`src/rtl/sss_pkg.sv`:
```
// sss_pkg: codes, widths and controller/datapath structs of the sparse set slot table
// no dependencies; imported by every other file of the block
package sss_pkg;

  localparam int FUNC_W    = 3;
  localparam int HANDLE_W  = 16;
  localparam int POS_W     = 8;
  localparam int PAYLOAD_W = 64;
  localparam int STATUS_W  = 2;
  localparam int HOUT_W    = 8;
  localparam int IDX_W     = 8;
  localparam int LIVE_W    = 9;

  // free-handle search works on groups of valid bits
  localparam int GRP_W = 16;
  localparam int BIT_W = 4;

  localparam logic [FUNC_W-1:0] FN_GET    = 3'd0;
  localparam logic [FUNC_W-1:0] FN_SET    = 3'd1;
  localparam logic [FUNC_W-1:0] FN_ADD    = 3'd2;
  localparam logic [FUNC_W-1:0] FN_REMOVE = 3'd3;
  localparam logic [FUNC_W-1:0] FN_READ   = 3'd4;

  typedef enum logic [STATUS_W-1:0] {
    ST_OK           = 2'd0,
    ST_NOT_FOUND    = 2'd1,
    ST_FULL         = 2'd2,
    ST_OUT_OF_RANGE = 2'd3
  } st_t;

  typedef enum logic [2:0] {
    RS_ERR  = 3'd0,
    RS_GET  = 3'd1,
    RS_SET  = 3'd2,
    RS_APP  = 3'd3,
    RS_REM  = 3'd4,
    RS_READ = 3'd5
  } res_sel_t;

  typedef struct packed {
    logic             ld_item;
    logic             rd_pos;
    logic             rd_last;
    logic             rd_dpos;
    logic             rd_dat_pos;
    logic             wr_dat_pos;
    logic             append;
    logic             app_srch;
    logic             grp_ld;
    logic             remove;
    logic             out_ld;
    res_sel_t         out_sel;
    st_t              out_status;
  } dp_cmd_t;

  typedef struct packed {
    logic [FUNC_W-1:0] func;
    logic              h_oor;
    logic              hit;
    logic              full;
    logic              empty;
    logic              p_oor;
    logic              p_dead;
  } dp_stat_t;

endpackage

```
`src/rtl/sss_ctrl.sv`:
```
// sss_ctrl: operation sequencer of the sparse set slot table and result handshake
// depends on sss_pkg; commands sss_datapath through dp_cmd_t
module sss_ctrl import sss_pkg::*; (
  input  logic     clk,
  input  logic     rst_n,
  input  logic     in_valid,
  output logic     in_ready,
  output logic     out_valid,
  input  logic     out_ready,
  input  dp_stat_t stat,
  output dp_cmd_t  cmd
);

  typedef enum logic [4:0] {
    S_IDLE = 5'b00001,
    S_DEC  = 5'b00010,
    S_RD1  = 5'b00100,
    S_SRCH = 5'b01000,
    S_FIN  = 5'b10000
  } state_t;

  state_t   state_r, state_nxt;
  res_sel_t sel_r, sel_nxt;
  st_t      st_r, st_nxt;
  logic     out_valid_r, out_valid_nxt;

  assign in_ready  = state_r == S_IDLE;
  assign out_valid = out_valid_r;

  always_comb begin
    cmd       = '0;
    state_nxt = state_r;
    sel_nxt   = sel_r;
    st_nxt    = st_r;
    case (state_r)
      S_IDLE: begin
        if (in_valid) begin
          cmd.ld_item = 1'b1;
          state_nxt   = S_DEC;
        end
      end
      S_DEC: begin
        st_nxt    = ST_OK;
        sel_nxt   = RS_ERR;
        state_nxt = S_FIN;
        case (stat.func)
          FN_GET: begin
            if (stat.h_oor) begin
              st_nxt = ST_OUT_OF_RANGE;
            end else if (!stat.hit) begin
              st_nxt = ST_NOT_FOUND;
            end else begin
              cmd.rd_pos = 1'b1;
              sel_nxt    = RS_GET;
              state_nxt  = S_RD1;
            end
          end
          FN_SET: begin
            if (stat.h_oor) begin
              st_nxt = ST_OUT_OF_RANGE;
            end else if (stat.hit) begin
              cmd.rd_pos = 1'b1;
              sel_nxt    = RS_SET;
              state_nxt  = S_RD1;
            end else if (stat.full) begin
              st_nxt = ST_FULL;
            end else begin
              cmd.append = 1'b1;
              sel_nxt    = RS_APP;
            end
          end
          FN_ADD: begin
            if (stat.full) begin
              st_nxt = ST_FULL;
            end else begin
              cmd.grp_ld = 1'b1;
              sel_nxt    = RS_APP;
              state_nxt  = S_SRCH;
            end
          end
          FN_REMOVE: begin
            if (stat.h_oor) begin
              st_nxt = ST_OUT_OF_RANGE;
            end else if (!stat.hit || stat.empty) begin
              st_nxt = ST_NOT_FOUND;
            end else begin
              cmd.rd_pos  = 1'b1;
              cmd.rd_last = 1'b1;
              sel_nxt     = RS_REM;
              state_nxt   = S_RD1;
            end
          end
          FN_READ: begin
            if (stat.p_oor) begin
              st_nxt = ST_OUT_OF_RANGE;
            end else if (stat.p_dead) begin
              st_nxt = ST_NOT_FOUND;
            end else begin
              cmd.rd_dpos = 1'b1;
              sel_nxt     = RS_READ;
            end
          end
          default: begin
            st_nxt = ST_OUT_OF_RANGE;
          end
        endcase
      end
      S_RD1: begin
        state_nxt = S_FIN;
        case (stat.func)
          FN_GET:    cmd.rd_dat_pos = 1'b1;
          FN_SET:    cmd.wr_dat_pos = 1'b1;
          FN_REMOVE: cmd.remove     = 1'b1;
          default:   cmd.rd_dat_pos = 1'b0;
        endcase
      end
      S_SRCH: begin
        cmd.append   = 1'b1;
        cmd.app_srch = 1'b1;
        state_nxt    = S_FIN;
      end
      S_FIN: begin
        if (!out_valid_r || out_ready) begin
          cmd.out_ld     = 1'b1;
          cmd.out_sel    = sel_r;
          cmd.out_status = st_r;
          state_nxt      = S_IDLE;
        end
      end
      default: begin
        state_nxt = S_IDLE;
      end
    endcase
  end

  always_comb begin
    if (cmd.out_ld) begin
      out_valid_nxt = 1'b1;
    end else if (out_ready) begin
      out_valid_nxt = 1'b0;
    end else begin
      out_valid_nxt = out_valid_r;
    end
  end

  always_ff @(posedge clk) begin
    if (!rst_n) begin
      state_r     <= S_IDLE;
      out_valid_r <= 1'b0;
    end else begin
      state_r     <= state_nxt;
      out_valid_r <= out_valid_nxt;
    end
  end

  always_ff @(posedge clk) begin
    sel_r <= sel_nxt;
    st_r  <= st_nxt;
  end

  a_accept_decode: assert property (@(posedge clk) disable iff (!rst_n)
    (in_valid && in_ready) |=> state_r == S_DEC)
    else $error("accepted word not decoded next cycle");

  a_fin_holds: assert property (@(posedge clk) disable iff (!rst_n)
    (state_r == S_FIN && out_valid_r && !out_ready) |=> (state_r == S_FIN && out_valid_r))
    else $error("result overwritten while previous word still waiting");

  a_load_shows: assert property (@(posedge clk) disable iff (!rst_n)
    cmd.out_ld |=> (out_valid_r && state_r == S_IDLE))
    else $error("loaded result not presented");

endmodule

```
`config.mk`:
```
export PLATFORM = sky130hd
export DESIGN_NAME = sss_ctrl
export DESIGN_NICKNAME = d
export VERILOG_FILES = /design/src/rtl/sss_pkg.sv /design/src/rtl/sss_ctrl.sv
export SDC_FILE = /design/constraint.sdc
export NUM_CORES = 1
export LEC_CHECK = 0
export BUFFER_PORTS_ARGS = -buffer_cell sky130_fd_sc_hd__buf_4
export CORE_ASPECT_RATIO = 0.8
export CORE_MARGIN = 8
export CORE_UTILIZATION = 46
export CTS_BUF_LIST = sky130_fd_sc_hd__clkbuf_16
export DETAILED_ROUTE_END_ITERATION = 12
export PLACE_DENSITY = 0.77
export SLEW_MARGIN = 20
export SYNTH_ARGS = -nofsm -noshare
export SYNTH_HDL_FRONTEND = slang
export SYNTH_SLANG_ARGS = --single-unit
```
`constraint.sdc`:
```
create_clock -name clk -period 2 [get_ports clk]
set_clock_uncertainty 0.1 [all_clocks]
set_input_delay 0.6 -clock clk [delete_from_list [all_inputs] [get_ports clk]]
set_output_delay 0.6 -clock clk [all_outputs]
set_load 0.005 [all_outputs]
```
==> results.yml, run 1 <==
route:
  vias: 936
  drtIter0Drc: 64
  wl_mm: 2.78
  post_drt_wl_per_cell_microns: 16.7
  firstDrtPassIters: 6
  antenna_left: 0
  drc: 0
  vias_per_cell: 5.60
critical_path:
  r2r-start: "state_r[4]"
  worst-path-buf-inv: 1
  worst-setup-path-type: "reg -> out"
  critPathSlowestCell: "dfxtp_4"
  reg2reg_depth: 5
  max_stage_delay_ns: 0.37
  worstReg2RegEnd: "state_r[0]"
  cp.required_ns: 1.30
  worstPathCellList: "nor3_4, nand3b_4, nor2b_4, and2_1, buf_4"
  start_kind: "register"
  crit_path_end_kind: "output port"
  worst_path_dominant_cell_family: "simple AND/OR/NAND/NOR gates"
  crit_fanout: 6
  reg2reg_setup_slack_ns: 0.60
  arrival_ns: 1.34
sta:
  max-slew-margin-rel_pct: 74.4
  post-route-worst-setup-slack_ns: -0.0395
  timing.final.crit_share_pct: 102
  max_freq_mhz: 490
  setup_viol: 11
  min_period_ns: 2.04
  worst_pin_slew_ns: 0.378
  maxSlewViolCount: 0
  rsz0062_at_grt: "yes"
  finalHoldViolCount: 0
clock_tree:
  cts_buffers: 3
  insertion_delay_ns: 0.23
  cts-hold-fix-buffers: 0
  cts_max_path_buffers: 2
  cts_sinks: 11
  cts-root-buf: "clkbuf_16"
  htreeDepth: 1
  path_clk_slew_ns: 0.04
  cts_tree: "built"
yosys:
  synth_edf_count: 5
  synthDominantCellAreaShare_pct: 19.7
  synth_top_area_cell: "edfxtp_1"
  ys_ff_latch: 11
  yosys_warnings: 0
  syn_inst: 91
  ys_seq_area_share_pct: 35.4
  syn_nets: 104
  synth_area_leaders: "edfxtp_1 (20%), dfxtp_1 (16%), nor2_1 (6.9%)"
  syn_area_sq_um: 763
  ys_types: 37
  avgSynthCellArea_sq_um: 8.39
  async_flop_share_pct: 0
  synth_ff_type: "dfxtp_1"
floorplan:
  start_util_pct: 47.9
  core_sq_um: 1590
  die_area_sq_um: 3230
  row_count: 13
  ioPinCount: 31
  die_h_microns: 52.4
  die_w_microns: 61.5
finish:
  postLayoutCellArea_sq_um: 1380
  fin_nets: 159
  insertedDiodeCount: 0
  drive_gt1_share_pct: 64.1
  area_growth_pct: 81.3
grt:
  grt_use_total_pct: 16.1
  grt_pass1_vias: 880
  grt_antenna_before_repair: 0
  grt_max_degree: 9
  grt_pass1_wl_mm: 4.04
  overflow: 0
job:
  cap_viol_max_count: 0
outcome:
  status: "finished with violations"
  violations: "setup timing"
hold_path:
  holdPathEnd: "out_valid"
  min-delay-start: "state_r[4]"
  hp-class: "reg -> reg"
  worst_hold_path.num_cells: 2
power_and_ir_drop:
  power_mw: 0.781
  powerDensity_nw_per_um2: 565
  p_leak_nw: 0.619
  vdd_drop_max_mv: 0.448
placed_design:
  dpl_worst_slack_ns: -0.0621
  dpl_cell_area_sq_um: 1110
  hpwl_mm: 1.81
  io_buffers: 30
  gp_congestion: 0.896
-- worst max path at each step --
stage | startpoint | to | slack [ns] | cells after the start
floorplan | stat[7] | cmd[7] | 0.11 | 5
global placement | stat[7] | cmd[14] | -0.01 | 5
detailed placement | stat[8] | cmd[13] | -0.06 | 5
CTS | state_r[2] | cmd[13] | -0.04 | 6
global route | state_r[2] | cmd[1] | -0.11 | 5
finish | state_r[3] | cmd[1] | -0.04 | 5
-- worst reg2reg max path: stages, from the launching register on --
cell	delay [ns]
dfxtp_2	0.36
nor3_4	0.26
buf_4	0.14
buf_4	0.09
a22oi_1	0.10
a31o_1	0.24
-- cell families after synthesis --
| kind of cell | share of synthesized area, % |
|---|---|
| and+or+nand+nor | 38.7 |
| AOI/OAI and AO/OA | 16.6 |
| DFF | 35.4 |
| buffers and inverters | 6.89 |
| xor gates and xnor gates | 1.15 |
| muxes | 1.31 |
-- layout make-up --
class                      count  area (sq um)
multi-input combinational     70           536
timing repair buffer          54           437
tap                           22          27.5
inverter                       6          26.3
clock buffer                   3          75.1
clock inverter                 1          3.75
sequential                    11           279
fill                          91           210
-- cell usage after synthesis, types with 3 or more instances --
cell type / number
and2_1: 6
a21oi_1: 7
nand2_1: 6
edfxtp_1: 5
inv_2: 3
buf_4: 4
nor3_1: 5
nor2_1: 14
dfxtp_1: 6
inv_1: 3
nand3_1: 3
-- cells in the final DEF, fill, tap and decap left out, types with 3 or more instances in the layout --
master / instances
nor2_1: 5
nand3_2: 3
dfxtp_2: 4
inv_1: 3
buf_6: 3
nor2_2: 7
a21oi_1: 7
edfxtp_1: 5
and2_1: 4
nor3_1: 3
nand2_1: 5
inv_2: 3
buf_4: 49
clkbuf_16: 3
-- metal layers --
metal / track usage, % / part of all wire (%) / vias up
met5: 0 / 0 / -
met4: 7.92 / 3.1 / 0
met3: 0.245 / 11 / 12
met2: 25.4 / 47 / 65
met1: 21.7 / 39 / 425
li1: - / - / 434
-- per-stage QoR --
stage	TNS, ns	hold WS, ns	instances	utilization (%)
after CTS	-0.277	0.463	163	80.7
after floorplan	0	0.408	91	-
final	-0.274	0.470	167	86.8
after detailed placement	-0.192	0.464	155	69.4
after global placement	-0.0262	0.455	155	69.4
after global routing	-0.971	0.484	167	86.8
-- sequential cells by signal (all words and copies together) (netlist names) --
register / cells
out_valid: 1
sel_r: 3
st_r: 2
state_r: 5
-- repair_timing --
action	in CTS	in global routing
pin swaps	11	6
setup buffers	4	4
gates resized for setup	18	20
endpoints found under the setup margin	13	14
gates cloned	0	0
-- report_power, final --
| group | internal, mW | switching, mW | total, mW |
|---|---|---|---|
| sequential | 0.244 | 0.0106 | 0.254 |
| clock | 0.262 | 0.0938 | 0.356 |
| combinational | 0.0916 | 0.0797 | 0.171 |
Note: power is estimated with default switching activity, not from simulation.
==> run 2: changes to the inputs <==
--- a/config.mk
+++ b/config.mk
@@ -12,5 +12,5 @@
 export CTS_BUF_LIST = sky130_fd_sc_hd__clkbuf_16
 export DETAILED_ROUTE_END_ITERATION = 12
-export PLACE_DENSITY = 0.77
+export PLACE_DENSITY = 0.78
 export SLEW_MARGIN = 20
 export SYNTH_ARGS = -nofsm -noshare
==> constraint.sdc (replaced) <==
create_clock -name clk -period 2 [get_ports clk]
set_clock_uncertainty 0.1 [all_clocks]
set_input_delay 0.1 -clock clk [delete_from_list [all_inputs] [get_ports clk]]
set_output_delay 0.1 -clock clk [all_outputs]
set_load 0.005 [all_outputs]
==> run 2 against run 1 <==
  * The flow now finishes without violations
  * Setup slack gained 0.33 ns
  * Sequential cell count did not move
  * Final area is 23% lower
  * Sequential power down 2%
  * Fmax up 19%
  * Clock-buffer cell count did not move
  * Total power decreased by 10%
  * Utilization decreased by 20 points
  * Wire length shrank 33%
  * First-iteration DRC count fell by 59%
  * Via count down 21%
  * Cell count down 14%
==> results.yml, run 2 (synthesis results as in run 1) <==
grt:
  overflow: 0
  grt_use_met2_pct: 16.5
  top_usage_layer: "met2"
  grt_pass1_wl_mm: 2.84
  grtUsageMet3_pct: 4.90
  grt_use_total_pct: 11.7
  use_met1_pct: 15.0
  grt_max_degree: 14
  grt_antenna_before_repair: 0
  grt_pass1_vias: 680
power_and_ir_drop:
  vdd_drop_max_mv: 0.732
  powerDensity_nw_per_um2: 661
  p_leak_nw: 0.474
route:
  firstDrtPassIters: 4
  drtIter0Drc: 26
  vias: 744
  drc: 0
  vias_per_cell: 5.20
  wl_mm: 1.85
  antenna_left: 0
  post_drt_wl_per_cell_microns: 13.0
sta:
  tns_ns: 0
  rsz0062_at_grt: "no"
  worst_pin_slew_ns: 0.382
  max-slew-margin-rel_pct: 74.2
  finalHoldViolCount: 0
  setup_viol: 0
  min_period_ns: 1.71
  timing.final.crit_share_pct: 85.6
  max_freq_mhz: 584
  maxSlewViolCount: 0
floorplan:
  start_util_pct: 47.9
  die_area_sq_um: 3230
  die_h_microns: 52.4
  die_w_microns: 61.5
  core_sq_um: 1590
  ioPinCount: 31
  row_count: 13
placed_design:
  hpwl_mm: 1.54
  gp_congestion: 0.838
  io_buffers: 30
critical_path:
  crit_path_end_kind: "output port"
  arrival_ns: 1.51
  worst-setup-path-type: "reg -> out"
  cp.required_ns: 1.80
  start_kind: "register"
  crit_fanout: 7
clock_tree:
  cts_tree: "built"
  cts_buffers: 3
  path_clk_slew_ns: 0.04
  cts_sinks: 11
  insertion_delay_ns: 0.23
  cts-root-buf: "clkbuf_16"
  cts_max_path_buffers: 2
  cts-hold-fix-buffers: 0
  post-cts-setup-buffers: 0
  cts_resized: 0
  htreeDepth: 1
finish:
  largest_reg_flops: 5
  top_regs: "state_r x5, sel_r x3, st_r x2"
  max_flop_register: "state_r"
  fin_nets: 135
  area_growth_pct: 39.5
  final_common_cell: "buf_4"
  mostFrequentLayoutCells: "buf_4 (30), nor2_1 (14), a21oi_1 (7)"
  drive_gt1_share_pct: 38.0
  fillers: 142
  final_core_util_pct: 66.8
  insertedDiodeCount: 0
job:
  cap_viol_max_count: 0
hold_path:
  hp-class: "in -> reg"
outcome:
  status: "complete, no violations"
run 2: cell type report:
cell class / instances / area, sq um / share of cell area [%]
Clock buffer: 3 / 75.1 / 7.05
Clock inverter: 1 / 3.75 / 0.353
Inverter: 6 / 22.5 / 2.12
Multi-Input combinational cell: 70 / 440 / 41.4
Sequential cell: 11 / 270 / 25.4
Tap cell: 22 / 27.5 / 2.59
Timing Repair Buffer: 30 / 225 / 21.2
run 2: layer usage:
| layer | vias up | part of all wire [%] |
|---|---|---|
| met3 | 2 | 7.7 |
| met5 | - | 0 |
| li1 | 383 | - |
| met4 | 0 | 1.2 |
| met2 | 27 | 45 |
| met1 | 332 | 46 |
run 2: worst max-delay path, stage by stage, from the launching register on:
cell	delay, ns
dfxtp_1	0.37
nor2_1	0.16
nand3_2	0.17
inv_2	0.17
nand3_2	0.11
o21bai_1	0.17
buf_4	0.13
run 2: where the power goes:
part	total, mW	internal, mW	switching [mW]	leakage, nW
logic	0.105	0.0493	0.0561	0.338
registers	0.250	0.244	0.00553	0.0933
clock network	0.348	0.261	0.0871	0.0423
run 2: through the flow:
stage / setup WS, ns / hold slack (ns) / instances / power [mW] / instance area [sq um]
after floorplan: 0.789 / 0.126 / 91 / 0.313 / 763
after global placement: 0.626 / 0.255 / 139 / 0.356 / 986
after detailed placement: 0.538 / 0.257 / 139 / 0.359 / 986
after CTS: 0.287 / 0.0195 / 143 / 0.705 / 1060
after global routing: 0.154 / 0.0380 / 143 / 0.729 / 1060
final: 0.288 / 0.0207 / 143 / 0.703 / 1060
run 2: final timing paths:
path | slack, ns | start | to | cells after the start
max | 0.29 | state_r[2] | cmd[9] | 6
min | 0.02 | in_valid | state_r[1] | 2
max reg2reg | 0.71 | state_r[0] | state_r[0] | 3
min reg2reg | 0.43 | out_valid | out_valid | 2
==> run 3: changes to the inputs <==
Settings changed: BUFFER_PORTS_ARGS -buffer_cell sky130_fd_sc_hd__buf_4 to -buffer_cell sky130_fd_sc_hd__buf_2.
==> run 3 against run 2 <==
  * Critical path depth is the same
  * Final area down 7.1%
  * Combinational power is 9% lower
  * Clock-buffer cell count unchanged
  * Worst hold slack improved by 0.036 ns
  * Global-route usage increased by 1.7 points
  * Utilization down 4.7 points
  * Critical endpoint unchanged
  * Largest cell class unchanged
==> results.yml, run 3 (synthesis results as in run 1) <==
grt:
  grt_use_total_pct: 13.4
  grt_pass1_wl_mm: 3.16
  overflow: 0
  grt_pass1_vias: 695
  grt_antenna_before_repair: 0
  grt_max_degree: 14
sta:
  tns_ns: 0
  min_period_ns: 1.69
  max-slew-margin-rel_pct: 77.5
  max_freq_mhz: 592
  maxSlewViolCount: 0
  finalHoldViolCount: 0
  worst_pin_slew_ns: 0.333
  hold_ws_ns: 0.0563
  timing.final.crit_share_pct: 84.4
  rsz0062_at_grt: "no"
  setup_viol: 0
clock_tree:
  cts_sinks: 11
  post-cts-setup-buffers: 0
  insertion_delay_ns: 0.24
  cts-root-buf: "clkbuf_16"
  cts_max_path_buffers: 2
  cts-hold-fix-buffers: 0
  htreeDepth: 1
  cts_tree: "built"
  path_clk_slew_ns: 0.04
  cts_resized: 0
  cts_buffers: 3
hold_path:
  hp-class: "in -> reg"
  holdPathEnd: "state_r[4]"
  worst_hold_path.num_cells: 3
  min-delay-start: "rst_n"
finish:
  insertedDiodeCount: 0
  drive_gt1_share_pct: 38.0
  fin_nets: 135
  fillers: 155
  final_core_util_pct: 62.1
  mostFrequentLayoutCells: "buf_2 (30), nor2_1 (14), a21oi_1 (7)"
  top_regs: "state_r x5, sel_r x3, st_r x2"
  final_common_cell: "buf_2"
  final_cells: 143
  seqCellArea_sq_um: 270
  max_flop_register: "state_r"
  area_growth_pct: 29.7
  multi_input_area_sq_um: 440
  largest_reg_flops: 5
floorplan:
  core_sq_um: 1590
  start_util_pct: 47.9
  die_w_microns: 61.5
  ioPinCount: 31
  die_h_microns: 52.4
  row_count: 13
  die_area_sq_um: 3230
critical_path:
  cp.required_ns: 1.80
  path_common_cell: "nand3_2"
  worst-setup-path-type: "reg -> out"
  cp.depth: 6
  worstPathCellList: "nor2_1, nand3_2, inv_2, nand3_2, o21bai_1, buf_2"
  reg2reg_depth: 4
  critPathSlowestCell: "dfxtp_1"
  reg2reg_setup_slack_ns: 0.69
  max_stage_delay_ns: 0.36
  arrival_ns: 1.49
  worstReg2RegEnd: "state_r[4]"
  r2r-start: "state_r[1]"
  worst-path-buf-inv: 2
  worst_path_dominant_cell_family: "simple AND/OR/NAND/NOR gates"
  crit_fanout: 7
  crit_path_end_kind: "output port"
  start_kind: "register"
power_and_ir_drop:
  p_leak_nw: 0.464
  powerDensity_nw_per_um2: 708
  power_mw: 0.701
  vdd_drop_max_mv: 0.400
route:
  wl_mm: 1.97
  vias: 762
  antenna_left: 0
  drtIter0Drc: 29
  vias_per_cell: 5.33
  post_drt_wl_per_cell_microns: 13.8
  firstDrtPassIters: 4
  drc: 0
placed_design:
  gp_congestion: 0.863
  hpwl_mm: 1.55
  dp.cells: 139
  io_buffers: 30
job:
  cap_viol_max_count: 0
outcome:
  status: "complete, no violations"
[run 3: cell count changes in the layout (fill, tap and decap cells not counted)]
cell,delta
buf_2,+30
buf_4,-30
[run 3: cell type report]
| class | instances | share of cell area [%] |
|---|---|---|
| multi-input cells | 70 | 44.5 |
| well taps | 22 | 2.78 |
| inverters | 6 | 2.28 |
| repair buffers | 30 | 15.2 |
| clock buffers | 3 | 7.59 |
| clock inverters | 1 | 0.379 |
| flip-flops and latches | 11 | 27.3 |
[run 3: routing by layer]
layer	vias up	track usage, %	part of all wire, %	routed length (microns)
met5	-	0	0	0
met4	0	10.2	3.0	59
met3	5	4.41	9.4	186
met2	36	19.9	48	940
met1	338	15.4	40	784
li1	383	-	-	-
[run 3: metrics by stage]
step                setup WS (ns)  cell area, sq um
floorplan                   0.789               763
global placement            0.633               911
detailed placement          0.586               911
CTS                         0.298               990
global route                0.186               990
finish                      0.312               990
[run 3: worst reg2reg max path: cells and delay by family, from the launching register on]
kind	cells	cell delay, ns
and+or+nand+nor	2	0.45
DFF	1	0.35
AOI/OAI and AO/OA	2	0.28
[run 3: worst max-delay path by stage]
| stage | start | end | slack [ns] |
|---|---|---|---|
| 3_5_place_dp | state_r[2] | cmd[13] | 0.59 |
| 5_1_grt | state_r[2] | cmd[9] | 0.19 |
| 6_report | state_r[2] | cmd[9] | 0.31 |
| 3_3_place_gp | state_r[2] | cmd[13] | 0.63 |
| 4_1_cts | state_r[2] | cmd[9] | 0.30 |
| 2_1_floorplan | state_r[2] | cmd[9] | 0.79 |
[run 3: report_power, final]
group / leakage (nW) / switching, mW / total, mW / internal (mW)
clock: 0.0423 / 0.0938 / 0.356 / 0.262
sequential: 0.0933 / 0.00588 / 0.250 / 0.244
combinational: 0.328 / 0.0563 / 0.0954 / 0.0391
total: 0.464 / 0.156 / 0.701 / 0.545
